[src/design/s2a_pkg.sv]
// shared types, constants and key tables for the scancode to ascii block
`default_nettype none
package s2a_pkg;

  localparam int FIFO_DEPTH = 64;
  localparam int PTR_W      = $clog2(FIFO_DEPTH);
  localparam int CNT_W      = $clog2(FIFO_DEPTH + 1);
  localparam int CHAR_W     = 7;
  localparam int FILL_W     = 7;
  localparam int TAB_SIZE   = 58;

  typedef enum logic {
    OP_SCANCODE = 1'b0,
    OP_READ     = 1'b1
  } op_t;

  typedef struct packed {
    op_t        operation;
    logic [7:0] scancode;
  } in_word_t;

  typedef struct packed {
    logic [CHAR_W-1:0] read_char;
    logic              char_valid;
    logic [FILL_W-1:0] fill_level;
  } out_word_t;

  typedef struct packed {
    logic              push;
    logic              pop;
    logic [CHAR_W-1:0] wdata;
  } fifo_ctl_t;

  typedef struct packed {
    logic             empty;
    logic             full;
    logic [CNT_W-1:0] level;
  } fifo_stat_t;

  // set-1 key codes, release flag stripped
  localparam logic [6:0] KEY_ESC    = 7'h01;
  localparam logic [6:0] KEY_BKSP   = 7'h0E;
  localparam logic [6:0] KEY_ENTER  = 7'h1C;
  localparam logic [6:0] KEY_CTRL   = 7'h1D;
  localparam logic [6:0] KEY_LSHIFT = 7'h2A;
  localparam logic [6:0] KEY_X      = 7'h2D;
  localparam logic [6:0] KEY_C      = 7'h2E;
  localparam logic [6:0] KEY_RSHIFT = 7'h36;
  localparam logic [6:0] KEY_SPACE  = 7'h39;

  localparam logic [CHAR_W-1:0] CH_NONE  = 7'h00;
  localparam logic [CHAR_W-1:0] CH_ETX   = 7'h03;
  localparam logic [CHAR_W-1:0] CH_BS    = 7'h08;
  localparam logic [CHAR_W-1:0] CH_LF    = 7'h0A;
  localparam logic [CHAR_W-1:0] CH_CAN   = 7'h18;
  localparam logic [CHAR_W-1:0] CH_ESC   = 7'h1B;
  localparam logic [CHAR_W-1:0] CH_SPACE = 7'h20;

  localparam logic [CHAR_W-1:0] PLAIN_TAB [TAB_SIZE] = '{
    7'h00, 7'h00, 7'h31, 7'h32, 7'h33, 7'h34, 7'h35, 7'h36,
    7'h37, 7'h38, 7'h39, 7'h30, 7'h2D, 7'h3D, 7'h00, 7'h00,
    7'h71, 7'h77, 7'h65, 7'h72, 7'h74, 7'h79, 7'h75, 7'h69,
    7'h6F, 7'h70, 7'h5B, 7'h5D, 7'h00, 7'h00,
    7'h61, 7'h73, 7'h64, 7'h66, 7'h67, 7'h68, 7'h6A, 7'h6B,
    7'h6C, 7'h3B, 7'h27, 7'h60, 7'h00,
    7'h5C, 7'h7A, 7'h78, 7'h63, 7'h76, 7'h62, 7'h6E, 7'h6D,
    7'h2C, 7'h2E, 7'h2F, 7'h00, 7'h2A, 7'h00, 7'h20
  };

  localparam logic [CHAR_W-1:0] SHIFT_TAB [TAB_SIZE] = '{
    7'h00, 7'h00, 7'h21, 7'h40, 7'h23, 7'h24, 7'h25, 7'h5E,
    7'h26, 7'h2A, 7'h28, 7'h29, 7'h5F, 7'h2B, 7'h00, 7'h00,
    7'h51, 7'h57, 7'h45, 7'h52, 7'h54, 7'h59, 7'h55, 7'h49,
    7'h4F, 7'h50, 7'h7B, 7'h7D, 7'h00, 7'h00,
    7'h41, 7'h53, 7'h44, 7'h46, 7'h47, 7'h48, 7'h4A, 7'h4B,
    7'h4C, 7'h3A, 7'h22, 7'h7E, 7'h00,
    7'h7C, 7'h5A, 7'h58, 7'h43, 7'h56, 7'h42, 7'h4E, 7'h4D,
    7'h3C, 7'h3E, 7'h3F, 7'h00, 7'h2A, 7'h00, 7'h20
  };

endpackage
`default_nettype wire

[src/design/s2a_keymap.sv]
// scancode decoder with ctrl and shift tracking
`default_nettype none
module s2a_keymap
  import s2a_pkg::*;
(
  input  wire logic              clk,
  input  wire logic              rst_n,
  input  wire logic              key_en,
  input  wire logic [7:0]        code,
  output logic      [CHAR_W-1:0] key_char
);

  logic       ctrl_r, ctrl_nxt;
  logic       shift_r, shift_nxt;
  logic       release_key;
  logic [6:0] key;

  assign release_key = code[7];
  assign key         = code[6:0];

  always_comb begin
    ctrl_nxt  = ctrl_r;
    shift_nxt = shift_r;
    key_char  = CH_NONE;
    if (release_key) begin
      if (key == KEY_CTRL) ctrl_nxt = 1'b0;
      if (key == KEY_LSHIFT || key == KEY_RSHIFT) shift_nxt = 1'b0;
    end else begin
      priority if (key == KEY_CTRL) begin
        ctrl_nxt = 1'b1;
      end else if (key == KEY_LSHIFT || key == KEY_RSHIFT) begin
        shift_nxt = 1'b1;
      end else if (key == KEY_ESC) begin
        key_char = CH_ESC;
      end else if (key == KEY_ENTER) begin
        key_char = CH_LF;
      end else if (key == KEY_BKSP) begin
        key_char = CH_BS;
      end else if (key == KEY_SPACE) begin
        key_char = CH_SPACE;
      end else if (ctrl_r && key == KEY_C) begin
        key_char = CH_ETX;
      end else if (ctrl_r && key == KEY_X) begin
        key_char = CH_CAN;
      end else if (key < 7'(TAB_SIZE)) begin
        key_char = shift_r ? SHIFT_TAB[key[5:0]] : PLAIN_TAB[key[5:0]];
      end else begin
        key_char = CH_NONE;
      end
    end
  end

  always_ff @(posedge clk) begin
    if (!rst_n) begin
      ctrl_r  <= 1'b0;
      shift_r <= 1'b0;
    end else if (key_en) begin
      ctrl_r  <= ctrl_nxt;
      shift_r <= shift_nxt;
    end
  end

endmodule
`default_nettype wire

[src/design/s2a_fifo.sv]
// character fifo: storage array, pointers and fill count
`default_nettype none
module s2a_fifo
  import s2a_pkg::*;
(
  input  wire logic              clk,
  input  wire logic              rst_n,
  input  wire fifo_ctl_t         ctl,
  output fifo_stat_t             stat,
  output logic      [CHAR_W-1:0] rd_data_r
);

  logic [CHAR_W-1:0] mem [FIFO_DEPTH];
  logic [PTR_W-1:0]  wr_ptr_r, wr_ptr_nxt;
  logic [PTR_W-1:0]  rd_ptr_r, rd_ptr_nxt;
  logic [CNT_W-1:0]  count_r, count_nxt;

  function automatic logic [PTR_W-1:0] next_slot(input logic [PTR_W-1:0] p);
    return (p == PTR_W'(FIFO_DEPTH - 1)) ? '0 : p + PTR_W'(1);
  endfunction

  assign stat.empty = (count_r == '0);
  assign stat.full  = (count_r == CNT_W'(FIFO_DEPTH));
  assign stat.level = count_r;

  always_comb begin
    wr_ptr_nxt = ctl.push ? next_slot(wr_ptr_r) : wr_ptr_r;
    rd_ptr_nxt = ctl.pop  ? next_slot(rd_ptr_r) : rd_ptr_r;
    unique case ({ctl.push, ctl.pop})
      2'b10:   count_nxt = count_r + CNT_W'(1);
      2'b01:   count_nxt = count_r - CNT_W'(1);
      default: count_nxt = count_r;
    endcase
  end

  always_ff @(posedge clk) begin
    if (!rst_n) begin
      wr_ptr_r <= '0;
      rd_ptr_r <= '0;
      count_r  <= '0;
    end else begin
      wr_ptr_r <= wr_ptr_nxt;
      rd_ptr_r <= rd_ptr_nxt;
      count_r  <= count_nxt;
    end
  end

  // push and pop never hit the same slot: that needs an empty or full fifo
  always_ff @(posedge clk) begin
    if (ctl.push) mem[wr_ptr_r] <= ctl.wdata;
    if (ctl.pop)  rd_data_r     <= mem[rd_ptr_r];
  end

endmodule
`default_nettype wire

[src/design/scancode_to_ascii_fifo.sv]
// top level: input register, key decoder, character fifo and result register
//
// Takes one word per clock unless stalled: either a set-1 scancode, decoded
// with ctrl and shift tracking and pushed into a 64-entry character fifo
// (dropped when full or when the key gives no character), or a host read
// that pops one character. Every read gives one result word, with
// char_valid low and all fields zero when the fifo is empty; scancodes give
// none. A word is held in the input register and is decoded and applied to
// the fifo when it advances out of it, and a read result is then held in the
// result register until taken. One word per cycle is sustained; only a
// stalled result holds up a following read, since the single result
// register must drain before the next one is loaded.
`default_nettype none
module scancode_to_ascii_fifo
  import s2a_pkg::*;
(
  input  wire logic      clk,
  input  wire logic      rst_n,
  input  wire logic      in_valid,
  output logic           in_stall,
  input  wire in_word_t  in_data,
  output logic           out_valid,
  input  wire logic      out_stall,
  output out_word_t      out_data
);

  logic              in_valid_r, in_valid_nxt;
  in_word_t          in_word_r;
  logic              in_take;
  logic              advance;
  logic              is_read;
  logic              out_valid_r, out_valid_nxt;
  logic              char_valid_r;
  logic [FILL_W-1:0] fill_level_r;
  logic [FILL_W-1:0] fill_after;
  logic [CNT_W-1:0]  level_left;
  logic [CHAR_W-1:0] key_char;
  logic [CHAR_W-1:0] rd_data;
  fifo_ctl_t         fifo_ctl;
  fifo_stat_t        fifo_stat;

  assign is_read  = (in_word_r.operation == OP_READ);
  // a scancode never needs the result register
  assign advance  = in_valid_r && (!is_read || !out_valid_r || !out_stall);
  assign in_stall = in_valid_r && !advance;
  assign in_take  = in_valid && !in_stall;

  assign in_valid_nxt = in_take || (in_valid_r && !advance);

  always_ff @(posedge clk) begin
    if (!rst_n) begin
      in_valid_r <= 1'b0;
    end else begin
      in_valid_r <= in_valid_nxt;
    end
  end

  always_ff @(posedge clk) begin
    if (in_take) in_word_r <= in_data;
  end

  s2a_keymap u_keymap (
    .clk      (clk),
    .rst_n    (rst_n),
    .key_en   (advance && !is_read),
    .code     (in_word_r.scancode),
    .key_char (key_char)
  );

  assign fifo_ctl.push  = advance && !is_read && (key_char != CH_NONE) && !fifo_stat.full;
  assign fifo_ctl.pop   = advance && is_read && !fifo_stat.empty;
  assign fifo_ctl.wdata = key_char;

  s2a_fifo u_fifo (
    .clk       (clk),
    .rst_n     (rst_n),
    .ctl       (fifo_ctl),
    .stat      (fifo_stat),
    .rd_data_r (rd_data)
  );

  assign level_left = fifo_stat.level - CNT_W'(1);
  assign fill_after = fifo_stat.empty ? '0 : FILL_W'(level_left);

  always_comb begin
    out_valid_nxt = out_valid_r;
    if (advance && is_read) begin
      out_valid_nxt = 1'b1;
    end else if (out_valid_r && !out_stall) begin
      out_valid_nxt = 1'b0;
    end
  end

  always_ff @(posedge clk) begin
    if (!rst_n) begin
      out_valid_r <= 1'b0;
    end else begin
      out_valid_r <= out_valid_nxt;
    end
  end

  always_ff @(posedge clk) begin
    if (advance && is_read) begin
      char_valid_r <= !fifo_stat.empty;
      fill_level_r <= fill_after;
    end
  end

  assign out_valid           = out_valid_r;
  assign out_data.read_char  = char_valid_r ? rd_data : CH_NONE;
  assign out_data.char_valid = char_valid_r;
  assign out_data.fill_level = fill_level_r;

endmodule
`default_nettype wire
[config.mk]
export PLATFORM = sky130hd
export DESIGN_NAME = scancode_to_ascii_fifo
export DESIGN_NICKNAME = d
export VERILOG_FILES = /design/src/design/s2a_pkg.sv /design/src/design/s2a_keymap.sv /design/src/design/s2a_fifo.sv /design/src/design/scancode_to_ascii_fifo.sv
export SDC_FILE = /design/constraint.sdc
export NUM_CORES = 1
export LEC_CHECK = 0
export ABC_AREA = 0
export BUFFER_PORTS_ARGS = -buffer_cell sky130_fd_sc_hd__buf_4
export CORE_ASPECT_RATIO = 1.75
export CORE_MARGIN = 2
export CORE_UTILIZATION = 45
export CTS_CLUSTER_SIZE = 12
export DETAILED_ROUTE_END_ITERATION = 16
export PLACE_DENSITY = 0.67
export REMOVE_ABC_BUFFERS = 1
export SLEW_MARGIN = 20
export SYNTH_ARGS = -nofsm -noshare
export SYNTH_HDL_FRONTEND = slang
export SYNTH_SLANG_ARGS = --single-unit
[constraint.sdc]
create_clock -name clk -period 7.1 [get_ports clk]
set_input_delay 0 -clock clk [delete_from_list [all_inputs] [get_ports clk]]
set_output_delay 0 -clock clk [all_outputs]
set_load 0.05 [all_outputs]
==> results.md, run 1 <==
- Sorting the synthesized cells by area gives the leading types as sky130_fd_sc_hd__edfxtp_1, sky130_fd_sc_hd__mux4_2, sky130_fd_sc_hd__dfxtp_1.
- For this run, the total global-route usage over all layers was measured as 19.9%.
- The max-capacitance violation count is 0.
- The mapped cell area is 0.0211 mm^2.
- The number of design rule violations left after detail routing is 0.
- The final-report hold violation count is 0.
- The via count of the first global-routing pass is 11418.
- The number of primary I/O pins is 30.
- On the critical path the largest part of the delay comes from compound AO/OA/AOI/OAI gates.
- The number of warning messages in the yosys log is 0.
- The max-slew violation count is 0.
- The reg-to-reg critical path startpoint is in_word_r[0].
- The hold path startpoint is in_data[7].
- For this run, the post-layout net count is 1224.
- Clock tree synthesis inserted a total of 47 buffers.
- Counting distinct cell types in the post-synthesis netlist gives 73.
- Entering global routing, the biggest net connects 70 pins.
- The async set-or-reset flop fraction in the synthesized netlist is 0%.
- The first global-routing pass estimated 71700 um of wire.
- The area of combinational cells with multiple inputs is 0.00609 mm^2.
- The standard cell with the maximum stage delay on the critical path is sky130_fd_sc_hd__a2111oi_0.
- At the end of routability-driven placement, the weighted congestion stood at 0.945.
- The launch point of the critical path is in_word_r[0].
- The number of flip-flops and latches in the synthesized netlist is 495.
- In this run the tightest slew margin relative to its limit is 21.6%.
- STA classifies the critical path startpoint as a flop.
- The count of buffering cells on the critical path with inverters included is 2.
- Summing all placed instances gives a cell area of 0.0220 mm^2.
- The final cycle utilization of the critical path is 73.8%.
- The die boundary height is 290 um.
- In this run the tool buffered the top-level ports with 29 buffer cells.
- In this run the static leakage power is 0.00668 uW.
- The H-tree depth is 2.
- The share of the synthesized area in the top cell type is 67.2%.
- In this run the remaining antenna-violating nets after routing total 0.
- The clock tree skew after final layout is 18.7 ps.
- After global routing, the most crowded layer is met2.
- The path category of the worst min-delay check is input pin to flop.
- The signal on the critical path passes through inv_1 -> ha_1 -> nor3b_1 -> a2111oi_0 -> nor4_1 -> o21ai_0 -> a21oi_4 -> and4bb_4 -> a21o_2 -> ha_1 -> inv_1 -> o22ai_1 -> nand2b_1 -> xnor2_1 -> and2_1.
- The post-synthesis cell count is 1147.
- The wire length reported by the detailed router is 47400 um.
- TritonCTS built the clock tree.
- The HPWL after detailed placement is 31300 um.
- Sequential elements use 69.4% of the synthesized area.
- Once the floorplan was initialized, standard cells occupied 45.2% of the core.
- The total power density per cell area is 240 mW/mm^2.
- The residual overflow from global routing is 0.
- STA puts the critical path data arrival time at 5690 ps.
- Global routing used 2.15% of the available met3 tracks.
- The floorplan has 105 rows.
- The finished cells cover 0.0235 mm^2.
- The largest voltage drop on the vdd net is 0.194 mV.
- The routed via count divided by cell count is 6.00.
- The initial antenna violation count came to 0.
- For this run, global-route usage on met1 was measured as 21.3%.
- The peak fanout along the critical path is 38.
- After clock tree synthesis, the setup repair step added 0 buffers.
- The die span in x is 168 um.
- The endpoint kind of the worst setup timing path is a flop.
- In this run the deepest clock path goes through 3 buffers.
- Setup repair after global routing left no endpoint under its margin.
- The clock network latency to the later pin of the worst-skew pair is 560 ps.
- The root buffer cell is sky130_fd_sc_hd__clkbuf_16.
- The pre-antenna-repair detailed-routing pass consisted of 5 iterations.
- The post-route minimum period is 5240 ps.
- The number of synthesized flops with an enable pin is 472.
- The largest area contributor in the netlist is sky130_fd_sc_hd__edfxtp_1.
- Clock-pin slew was measured on the worst setup and hold paths at 60 ps.
- Summing all flip-flop and latch instances after layout gives 0.0146 mm^2.
- The commonest cells after synthesis are sky130_fd_sc_hd__edfxtp_1, sky130_fd_sc_hd__mux4_2, sky130_fd_sc_hd__clkbuf_1, sky130_fd_sc_hd__nand2_1, sky130_fd_sc_hd__nor3_1.
- The area growth from synthesis to layout is 11.2%.
- The flow ran to the end, and the final reports show no timing, DRC or antenna violations.
- The maximum single-stage delay on the critical path is 790 ps.
- Setup violations remaining at the end of the flow were counted as 0.
- Summed over all failing endpoints, the final setup total negative slack is 0 ps.
- Post-CTS repair changed the size of 0 cells.
- The total core area is 0.0466 mm^2.
- The average wire length per cell after detail routing is 26.3 um.
- The slew of the pin with the lowest slew margin is 1170 ps.
- The most used flip-flop cell after synthesis is sky130_fd_sc_hd__edfxtp_1.
- The first routing iteration left 871 violations.
- The tree built by TritonCTS fans out to 495 sinks.
- The count of filler cells inserted in the layout is 3641.
- In the final layout, the share of cells above drive strength 1 is 25.9%.
- The floorplan step defined a die boundary enclosing 0.0487 mm^2.
- The type of the worst setup path is flop to flop.
- The met2 demand-to-capacity share in global routing is 39.3%.
- For this run, the top clock speed supported by timing is 0.191 GHz.
- 0 antenna diodes ended up in the layout.
- The leading cell type by number of instances after synthesis is sky130_fd_sc_hd__edfxtp_1.
- The final route contains 10805 vias.
- The synthesized area divided by synthesized cell count is 18.4 um^2.
- The required time at the worst-slack endpoint is 7550 ps.
-- cells in the final DEF, fill, tap and decap left out, types with 4 or more instances in the layout --
cell                              n
sky130_fd_sc_hd__mux2i_1         12
sky130_fd_sc_hd__o21ai_0         19
sky130_fd_sc_hd__and2_1          18
sky130_fd_sc_hd__nor2b_1         16
sky130_fd_sc_hd__nor3_2          25
sky130_fd_sc_hd__dfxtp_1         20
sky130_fd_sc_hd__and3_1           5
sky130_fd_sc_hd__nor4_1          19
sky130_fd_sc_hd__nand2b_1        17
sky130_fd_sc_hd__ha_1            18
sky130_fd_sc_hd__xnor2_1          9
sky130_fd_sc_hd__a21boi_0         4
sky130_fd_sc_hd__a31oi_1          4
sky130_fd_sc_hd__nand3_1         14
sky130_fd_sc_hd__nand2_1         41
sky130_fd_sc_hd__dlygate4sd3_1   14
sky130_fd_sc_hd__o211ai_1         5
sky130_fd_sc_hd__a211oi_1         5
sky130_fd_sc_hd__o2111ai_1        4
sky130_fd_sc_hd__xor2_1           4
sky130_fd_sc_hd__clkbuf_16       47
sky130_fd_sc_hd__clkbuf_1        18
sky130_fd_sc_hd__nand3b_1         7
sky130_fd_sc_hd__or3_1            6
sky130_fd_sc_hd__buf_4           65
sky130_fd_sc_hd__nor2_1          26
sky130_fd_sc_hd__nand4_1          5
sky130_fd_sc_hd__edfxtp_1       472
sky130_fd_sc_hd__o21a_1           7
sky130_fd_sc_hd__inv_2            4
sky130_fd_sc_hd__inv_1           14
sky130_fd_sc_hd__a21oi_1         21
sky130_fd_sc_hd__mux4_2         148
sky130_fd_sc_hd__nor3_1          32
-- layer usage --
metal  routed length (um)  part of all wire [%]
met5                    0                     0
met4                 1730                   3.7
met3                 1560                   3.3
met2                27800                    59
met1                16400                    34
-- power breakdown --
group / internal [uW] / leakage, uW / total (uW) / switching, uW
logic: 71.6 / 0.00194 / 219 / 148
registers: 3210 / 0.00412 / 3230 / 17.7
clock network: 1220 / 0.000625 / 2190 / 975
-- state kept, by name, indices dropped and copies added, names as in the netlist --
| signal | count |
|---|---|
| is_read | 1 |
| char_valid_r | 1 |
| u_fifo.rd_data_r | 7 |
| fill_level_r | 7 |
| u_keymap.shift_r | 1 |
| out_valid | 1 |
| u_fifo.wr_ptr_r | 6 |
| u_fifo.mem | 448 |
| in_valid_r | 1 |
| u_fifo.count_r | 7 |
| u_keymap.ctrl_r | 1 |
| u_fifo.rd_ptr_r | 6 |
| in_word_r | 8 |
-- worst paths after layout --
kind | to | slack, ps | cells past startpoint
setup / recovery | u_fifo.count_r[6] | 1860 | 15
hold / removal | in_word_r[7] | 170 | 2
setup reg to reg | u_fifo.count_r[6] | 1860 | 15
hold reg to reg | u_keymap.ctrl_r | 520 | 2
-- area by class of cell --
cell class | count | area share (%)
multi-input combinational | 550 | 25.9
sequential | 495 | 62.4
clock inverter | 4 | 0.133
tap | 588 | 3.13
timing repair buffer | 80 | 2.76
clock buffer | 66 | 5.36
inverter | 19 | 0.304
-- what timing repair did --
action | in CTS | in global routing
endpoints found under the setup margin | 0 | 0
hold buffers | 14 | 0
endpoints found under the hold margin | 41 | 0
-- metrics by stage --
| step | power, uW | setup WS, ps | hold slack [ps] | std cells | utilization, % |
|---|---|---|---|---|---|
| after floorplan | 3420 | 408 | 98.9 | 1064 | - |
| after detailed placement | 3500 | 2020 | 180 | 1718 | 47.2 |
| final | 5640 | 1860 | 166 | 1802 | 50.3 |
| after global routing | 5810 | 1500 | 157 | 1802 | 50.3 |
| after global placement | 3500 | 2140 | 180 | 1718 | 47.2 |
| after CTS | 5690 | 2010 | 141 | 1802 | 50.3 |
-- logic make-up after synthesis --
| kind of cell | share of synthesized area (%) |
|---|---|
| flip-flops | 69.4 |
| XOR/XNOR | 0.540 |
| adder cells (fa/ha/maj) | 1.07 |
| AND/OR/NAND/NOR | 6.88 |
| buffers and inverters | 2.19 |
| AO/OA/AOI/OAI | 3.54 |
| multiplexers | 16.4 |
Power figures use the tool's default switching activity.
==> inputs of run 2 (changes only) <==
- ABC_AREA: 0 -> 1
- clock period: 7.1 -> 5.2 ns (I/O delays scaled with it)
==> run 2 against run 1 <==
Against the previous run:
- non-clock buffer count shrank 5
- first-iteration DRC count rose by 57%
- utilization about the same
- via count up 39%
- clock-buffer cell count down 8
- critical path depth is 4 higher
- critical path type unchanged
- sequential power grew 37%
- power up 46%
- clock skew increased by 4.4 ps
- global-route usage is 4.8 points higher
- register-to-register slack lost 540 ps
- worst hold slack got worse by 22 ps
==> results.md, run 2 <==
- The via count of the first global-routing pass is 14995.
- The top register by number of flip-flops is u_fifo.mem.
- The setup check on the worst reg-to-reg path leaves a slack of 1320 ps.
- The leakage power of the design is 0.00810 uW.
- In this run the critical register-to-register path is launched from in_word_r[2].
- The max-capacitance violation count is 0.
- The initial antenna violation count was 0.
- The cell count of the worst reg-to-reg path is 19.
- The TritonCTS buffer count is 48.
- The run finished with clean final reports.
- Sorting the synthesized cells by how often they occur yields sky130_fd_sc_hd__edfxtp_1, sky130_fd_sc_hd__nor2_1, sky130_fd_sc_hd__o21ai_0.
- The library cells used most frequently in the layout, excluding fill and tap cells, are sky130_fd_sc_hd__edfxtp_1, sky130_fd_sc_hd__nor2_1, sky130_fd_sc_hd__o21ai_0.
- The clock network latency to the later pin of the worst-skew pair is 590 ps.
- After synthesis, the netlist uses 45 different library cells.
- The flip-flop cell with the highest count after synthesis is sky130_fd_sc_hd__edfxtp_1.
- In the finished design, the share of the clock period the worst path needs comes to 74.6%.
- The critical register-to-register path endpoint is u_fifo.count_r[6].
- Counting along the longest clock path gives a buffer depth of 3.
- The global routing usage on met1 is 26.2%.
- The leading cell type in the layout, fill and taps excluded is sky130_fd_sc_hd__edfxtp_1.
- Summing the sequential cell areas from Yosys gives 68.7% of the chip area.
- The worst setup path is captured at a flop.
- The full die area is 0.0491 mm^2.
- The routed via count divided by cell count is 6.00.
- The diode insertion count for antenna repair is 0.
- The antenna violation net count after detailed routing is 0.
- The worst min-delay path endpoint is in_word_r[4].
- By area the synthesized netlist is led by sky130_fd_sc_hd__edfxtp_1, sky130_fd_sc_hd__nor2_1, sky130_fd_sc_hd__o21ai_0.
- The flip-flop count of the largest register, all copies and words added is 448.
- After synthesis the netlist holds a flip-flop and latch count of 495.
- For the worst setup path, the data required time is 5660 ps.
- For this run, global-route usage on met3 was measured as 2.41%.
- The root buffer cell is sky130_fd_sc_hd__clkbuf_16.
- The HPWL after detailed placement is 39900 um.
- The wire length of the first global-routing pass is 90100 um.
- The H-tree depth is 2.
- At the end of the flow, the number of nets in the layout was 1927.
- Of all nets on the critical path, the largest fanout is 23.
- The first detailed-routing pass took 6 iterations.
- The switching power as a share of total power is 23.8%.
- After clock tree synthesis, the repair step resized 0 gates.
- The aggregate global-route resource usage is 24.7%.
- The final-report hold violation count came to 0.
- Entering global routing, the biggest net connects 148 pins.
- The TritonCTS clock tree is done.
- The combinational group share of total power is 8.6%.
- The die is 292 um tall.
- Buffers inserted to repair hold after CTS numbered 15.
- The clock tree skew after final layout is 23.2 ps.
- The path category of the worst min-delay check is input pin to flop.
- The setup TNS after final layout is 0 ps.
- For this run, asynchronously set or reset flops after synthesis account for 0%.
- The met2 demand-to-capacity share in global routing is 45.1%.
- The count of buffers added on input and output ports is 29.
- Global routing finished with a remaining overflow of 0.
- Yosys printed 0 warnings.
- In this run the standard cell core region covers 0.0468 mm^2.
- Data arrives at the worst endpoint at 4340 ps.
- The worst path needs 3880 ps of the cycle, external delays included.
- For this design, the sink count on the clock tree is 495.
- The worst hold path begins at in_data[4].
- The total power density per cell area is 351 mW/mm^2.
- Setup violations remaining at the end of the flow were counted as 0.
- The instance count along the most critical hold path is 2.
- After clock tree synthesis, the setup repair step added 0 buffers.
- The area growth from synthesis to layout is 10.7%.
- The number of primary I/O pins is 30.
- After floorplanning, the core was divided into 105 placement rows.
- The number of design rule violations left after detail routing is 0.
- A synthesized cell averages 11.4 um^2.
- The net switching power is 1960 uW.
- The largest area contributor in the netlist is sky130_fd_sc_hd__edfxtp_1.
- The routability congestion estimate from global placement is 0.979.
- For the pin with the worst max-slew slack, the measured transition is 1050 ps.
- Among all cell types in the netlist, the one instantiated most often is sky130_fd_sc_hd__edfxtp_1.
- The number of synthesized flops with an enable pin is 472.
- The average wire length per cell after detail routing is 24.4 um.
- Across all layers, the routed design uses 14994 vias.
- Sequential cells account for 53.8% of the total power.
- The wire length reported by the detailed router is 61000 um.
- The max-slew violation count is 0.
- In this run the most used layer during global routing was met2.
- The mapped cell area is 0.0213 mm^2.
- In the final layout, the share of cells above drive strength 1 is 8.38%.
- The detailed router's first-iteration violation count is 1367.
- The final hold slack is 144 ps.
- After clock tree synthesis, the clock-pin slew on the worst setup and hold paths is 60 ps.
- The highest attainable clock frequency is 0.258 GHz.
- The type of the worst setup path is flop to flop.
- The starting density of the core is 45.5%.
- In the final layout, the registers with the most flip-flops are u_fifo.mem x448, in_word_r x8.
- The share of the synthesized area in the top cell type is 66.6%.
- STA classifies the critical path startpoint as a flop.
- The clock network is responsible for 37.6% of the overall power.
- The largest voltage drop on the vdd net is 0.225 mV.
- The worst pin sits at a relative slew slack of 29.9%.
- The die span in x is 168 um.
- The post-synthesis cell count is 1874.
- Setup repair after global routing left no endpoint under its margin.
- The cell internal power dissipation is 6290 uW.
## run 2: cells by family (layout without fill, tap and decap cells)
| group | count (synthesis) | in the layout | share of synthesized area [%] |
|---|---|---|---|
| flops | 495 | 495 | 68.7 |
| xor+xnor | 7 | 7 | 0.288 |
| buf+inv | 191 | 226 | 3.67 |
| fa+ha+maj | 18 | 18 | 1.06 |
| simple gates | 736 | 736 | 14.6 |
| compound gates | 427 | 427 | 11.7 |
## run 2: cell type report
type / instances / area [um^2]
fill: 4105 / 23200
sequential: 495 / 14600
multi-input combinational: 1188 / 5900
clock buffer: 58 / 1270
tap: 588 / 736
timing repair buffer: 75 / 601
inverter: 88 / 347
clock inverter: 5 / 68.8
## run 2: per-layer routing
layer | part of all wire, % | vias up
met5 | 0 | -
met4 | 8.5 | 0
met3 | 5.1 | 226
met2 | 52 | 695
met1 | 34 | 7289
li1 | - | 6784
## run 2: critical path: stages (launching register included)
cell and delay [ps]:
sky130_fd_sc_hd__edfxtp_1 890, sky130_fd_sc_hd__inv_2 250, sky130_fd_sc_hd__ha_1 300, sky130_fd_sc_hd__nor2_1 230, sky130_fd_sc_hd__a21oi_2 130, sky130_fd_sc_hd__nand3_1 120, sky130_fd_sc_hd__nor2_1 70, sky130_fd_sc_hd__nand2_1 100
sky130_fd_sc_hd__nand2_1 60, sky130_fd_sc_hd__a21oi_1 120, sky130_fd_sc_hd__nand2_1 80, sky130_fd_sc_hd__nor2_2 150, sky130_fd_sc_hd__nand3_4 140, sky130_fd_sc_hd__nand3_4 160, sky130_fd_sc_hd__ha_1 310, sky130_fd_sc_hd__inv_1 180
sky130_fd_sc_hd__a31oi_1 180, sky130_fd_sc_hd__o21ai_0 110, sky130_fd_sc_hd__o211ai_1 110, sky130_fd_sc_hd__inv_1 50
## run 2: worst max path at each step
stage	start	to	slack, ps	cells past startpoint
after floorplan	u_fifo.rd_ptr_r[0]	u_fifo.rd_data_r[3]	-2420	6
after global placement	in_word_r[2]	u_fifo.count_r[6]	1400	19
after detailed placement	in_word_r[1]	u_fifo.mem[20][3]	1370	17
after CTS	in_word_r[2]	u_fifo.count_r[6]	1360	19
after global routing	in_word_r[2]	u_fifo.count_r[6]	900	19
final	in_word_r[2]	u_fifo.count_r[6]	1320	19
## run 2: through the flow
step / utilization (%) / setup slack, ps / std cells / total power [uW] / instance area, um^2
4_1_cts: 50.4 / 1360 / 2497 / 8290 / 23600
6_report: 50.4 / 1320 / 2497 / 8260 / 23600
3_5_place_dp: 47.2 / 1370 / 2419 / 5220 / 22100
5_1_grt: 50.4 / 900 / 2497 / 8500 / 23600
3_3_place_gp: 47.2 / 1400 / 2419 / 5220 / 22100
2_1_floorplan: - / -2420 / 1771 / 4940 / 20800
## run 2: power by group through the flow
stage | sequential (uW) | combinational, uW | clock (uW)
after floorplan | 4550 | 386 | 0
after global placement | 4530 | 692 | 0
after detailed placement | 4530 | 693 | 0
after CTS | 4440 | 705 | 3150
after global routing | 4450 | 768 | 3280
final | 4440 | 709 | 3100
==> inputs of run 3 (changes only) <==
- clock period: 5.2 -> 3.7 ns (I/O delays scaled with it)
==> run 3 against run 2 <==
Against the previous run:
- critical path type unchanged
- maximum frequency is 14% higher
- highest routed layer unchanged
- routed wire length is 2.2% lower
- first-iteration DRC count is 8.0% higher
- worst hold slack better by 9.5 ps
- die area stayed put
- largest cell class unchanged
==> results.md, run 3 (synthesized netlist as in run 2, its figures left out) <==
- The run finished with clean final reports.
- The largest registers in the layout are u_fifo.mem x448, in_word_r x8.
- The path category of the worst min-delay check is input pin to flop.
- At the worst endpoint, the required time is 3980 ps.
- The routability congestion estimate from global placement is 0.984.
- The TritonCTS buffer count is 47.
- The initial antenna violation count came to 0.
- The highest attainable clock frequency is 0.293 GHz.
- For this configuration, the core starts out at a cell density of 45.5%.
- The wire length reported by the detailed router is 59600 um.
- The library cell used most frequently in the layout, excluding fill and tap cells, is sky130_fd_sc_hd__edfxtp_1.
- The detailed router's first-iteration violation count is 1476.
- The die covers 0.0491 mm^2.
- Across the run, the number of max-cap violations was 0.
- Setup violations remaining at the end of the flow were counted as 0.
- The detailed router placed 15157 vias in this run.
- For this design the ratio of total power to cell area is 480 mW/mm^2.
- The endpoint kind of the worst setup timing path is a flop.
- The floorplan step defined a core boundary enclosing 0.0468 mm^2.
- The area growth from synthesis to layout is 13.2%.
- The maximum single-stage delay on the critical path is 450 ps.
- The iteration count of the initial detailed-routing pass is 6.
- The diode insertion count for antenna repair is 0.
- Of all nets on the critical path, the largest fanout is 10.
- The cell count of the worst reg-to-reg path is 17.
- Subtracting the final worst setup slack from the clock period gives 3420 ps.
- After detailed routing, the average wire length per cell comes to 23.3 um.
- The residual overflow from global routing is 0.
- The worst setup path is launched from a flop.
- In the layout the commonest cells are sky130_fd_sc_hd__edfxtp_1, sky130_fd_sc_hd__nor2_1, sky130_fd_sc_hd__o21ai_0.
- The routed via count divided by cell count is 5.92.
- The final critical path takes up 92.3% of the cycle.
- The type of the worst setup path is flop to flop.
- The die is 168 um wide.
- The endpoint identified for the worst register-to-register timing path is u_fifo.mem[21][3].
- The floorplan step set the die height to 292 um.
- The pin count of the biggest net entering global routing is 184.
- Setup repair after global routing left no endpoint under its margin.
- Port buffering added 29 buffers.
- The worst min-delay path endpoint is in_word_r[1].
- Counting flops per register, the top entry is u_fifo.mem.
- The minimum setup slack among reg-to-reg paths is 280 ps.
- In the final timing run, aggregate negative setup slack is 0 ps.
- The root buffer cell is sky130_fd_sc_hd__clkbuf_16.
- The worst slack at placement is 183 ps.
- The H-tree depth is 2.
- In this run the remaining antenna-violating nets after routing total 0.
- On the critical path, the stage with the largest delay is an instance of sky130_fd_sc_hd__edfxtp_1.
- On the final layout, the worst clock skew is 28.2 ps.
- Walking the worst path, the cells encountered are inv_2 -> ha_1 -> nor2_1 -> a21oi_2 -> nand3_1 -> nor2_1 -> nand2_1 -> nand2_1 -> a21oi_1 -> nand2_1 -> nor2_2 -> nand3_4 -> nand3_4 -> inv_6 -> nand2_4 -> nor2_1 -> buf_4.
- In the final design database the tool counted 1991 nets.
- The final-report hold violation count came to 0.
- The wire length of the first global-routing pass is 89900 um.
- In the final layout, the share of cells above drive strength 1 is 11.4%.
- The launch point of the critical path is in_word_r[2].
- The largest voltage drop on the vdd net is 0.381 mV.
- At the later pin of the worst-skew pair, clock insertion delay measures 580 ps.
- The longest clock path from root to sink contains 3 buffers.
- The max-slew violation count is 0.
- The startpoint identified for the worst register-to-register timing path is in_word_r[2].
- In this run the core area contains 105 standard-cell rows.
- The final critical-path setup slack is 285 ps.
- The register with the most flip-flops in the layout has 448 of them.
- After clock tree synthesis, the clock-pin slew on the worst setup and hold paths is 70 ps.
- TritonCTS built the clock tree.
- The via count of the first global-routing pass is 15284.
- The number of design rule violations left after detail routing is 0.
- The hold path startpoint is in_data[1].
- In this run the static leakage power is 0.00845 uW.
- The HPWL after detailed placement is 38600 um.
- Across every metal layer, demand over resource in global routing totals 24.3%.
- The number of clock sinks is 495.
- The number of primary I/O pins is 30.
- For the pin with the worst max-slew slack, the measured transition is 1130 ps.
- The instance count along the most critical hold path is 2.
- The normalized max-slew margin is 24.3%.
- The arrival time at the worst endpoint is 3700 ps.
-- run 3: cell count changes in the layout (fill, tap and decap cells not counted), moves of 5 or more --
| cell | change |
|---|---|
| sky130_fd_sc_hd__inv_2 | +6 |
| sky130_fd_sc_hd__buf_4 | +56 |
| sky130_fd_sc_hd__clkinv_2 | -5 |
| sky130_fd_sc_hd__buf_12 | +9 |
-- run 3: worst max-delay path, delay by kind of cell, from the launching register on --
| family | cells | cell delay (ps) |
|---|---|---|
| AND/OR/NAND/NOR | 11 | 1450 |
| buffers and inverters | 3 | 600 |
| flip-flops | 1 | 450 |
| adder cells (fa/ha/maj) | 1 | 330 |
| AO/OA/AOI/OAI | 2 | 290 |
-- run 3: metrics by stage --
step / power [uW] / utilization (%) / std cells / hold slack [ps] / cell area, um^2
finish: 11600 / 51.5 / 2560 / 153 / 24100
global route: 11900 / 51.5 / 2560 / 163 / 24100
CTS: 11600 / 51.5 / 2559 / 146 / 24100
detailed placement: 7360 / 48.4 / 2483 / 180 / 22700
global placement: 7350 / 48.4 / 2483 / 180 / 22700
floorplan: 6940 / - / 1771 / 98.9 / 20800
-- run 3: worst max-delay path by stage --
| stage | to | slack (ps) | depth (start not counted) |
|---|---|---|---|
| 2_1_floorplan | u_fifo.rd_data_r[3] | -3920 | 6 |
| 3_3_place_gp | u_fifo.count_r[6] | 160 | 22 |
| 3_5_place_dp | u_fifo.count_r[6] | 180 | 22 |
| 4_1_cts | u_fifo.count_r[6] | 130 | 22 |
| 5_1_grt | u_fifo.count_r[6] | 8 | 22 |
| 6_report | u_fifo.mem[21][3] | 280 | 17 |
-- run 3: final cells by class --
cell class / instances / area, um^2
clock buffer: 57 / 1210
inverter: 88 / 342
sequential: 495 / 14600
fill: 4044 / 22700
tap: 588 / 736
timing repair buffer: 140 / 1200
clock inverter: 4 / 62.6
multi-input combinational: 1188 / 5910
-- run 3: routing by layer --
metal,track usage (%),up-vias,share of wire (%)
met4,16.0,0,7.4
met5,0,-,0
li1,-,6924,-
met3,2.40,219,5.7
met2,44.9,700,53
met1,26.2,7314,34
-- run 3: repair_timing --
action | CTS | global route
buffers inserted | 0 | 1
endpoints found under the setup margin | 0 | 85
gates resized for setup | 0 | 6
hold buffers | 15 | 0
endpoints found under the hold margin | 47 | 0
-- run 3: where the power goes --
group / total, uW / leakage [uW] / internal, uW / switching (uW)
clock: 4300 / 0.000621 / 2360 / 1950
sequential: 6220 / 0.00444 / 6190 / 27.5
combinational: 1050 / 0.00340 / 281 / 768
total: 11600 / 0.00845 / 8830 / 2740
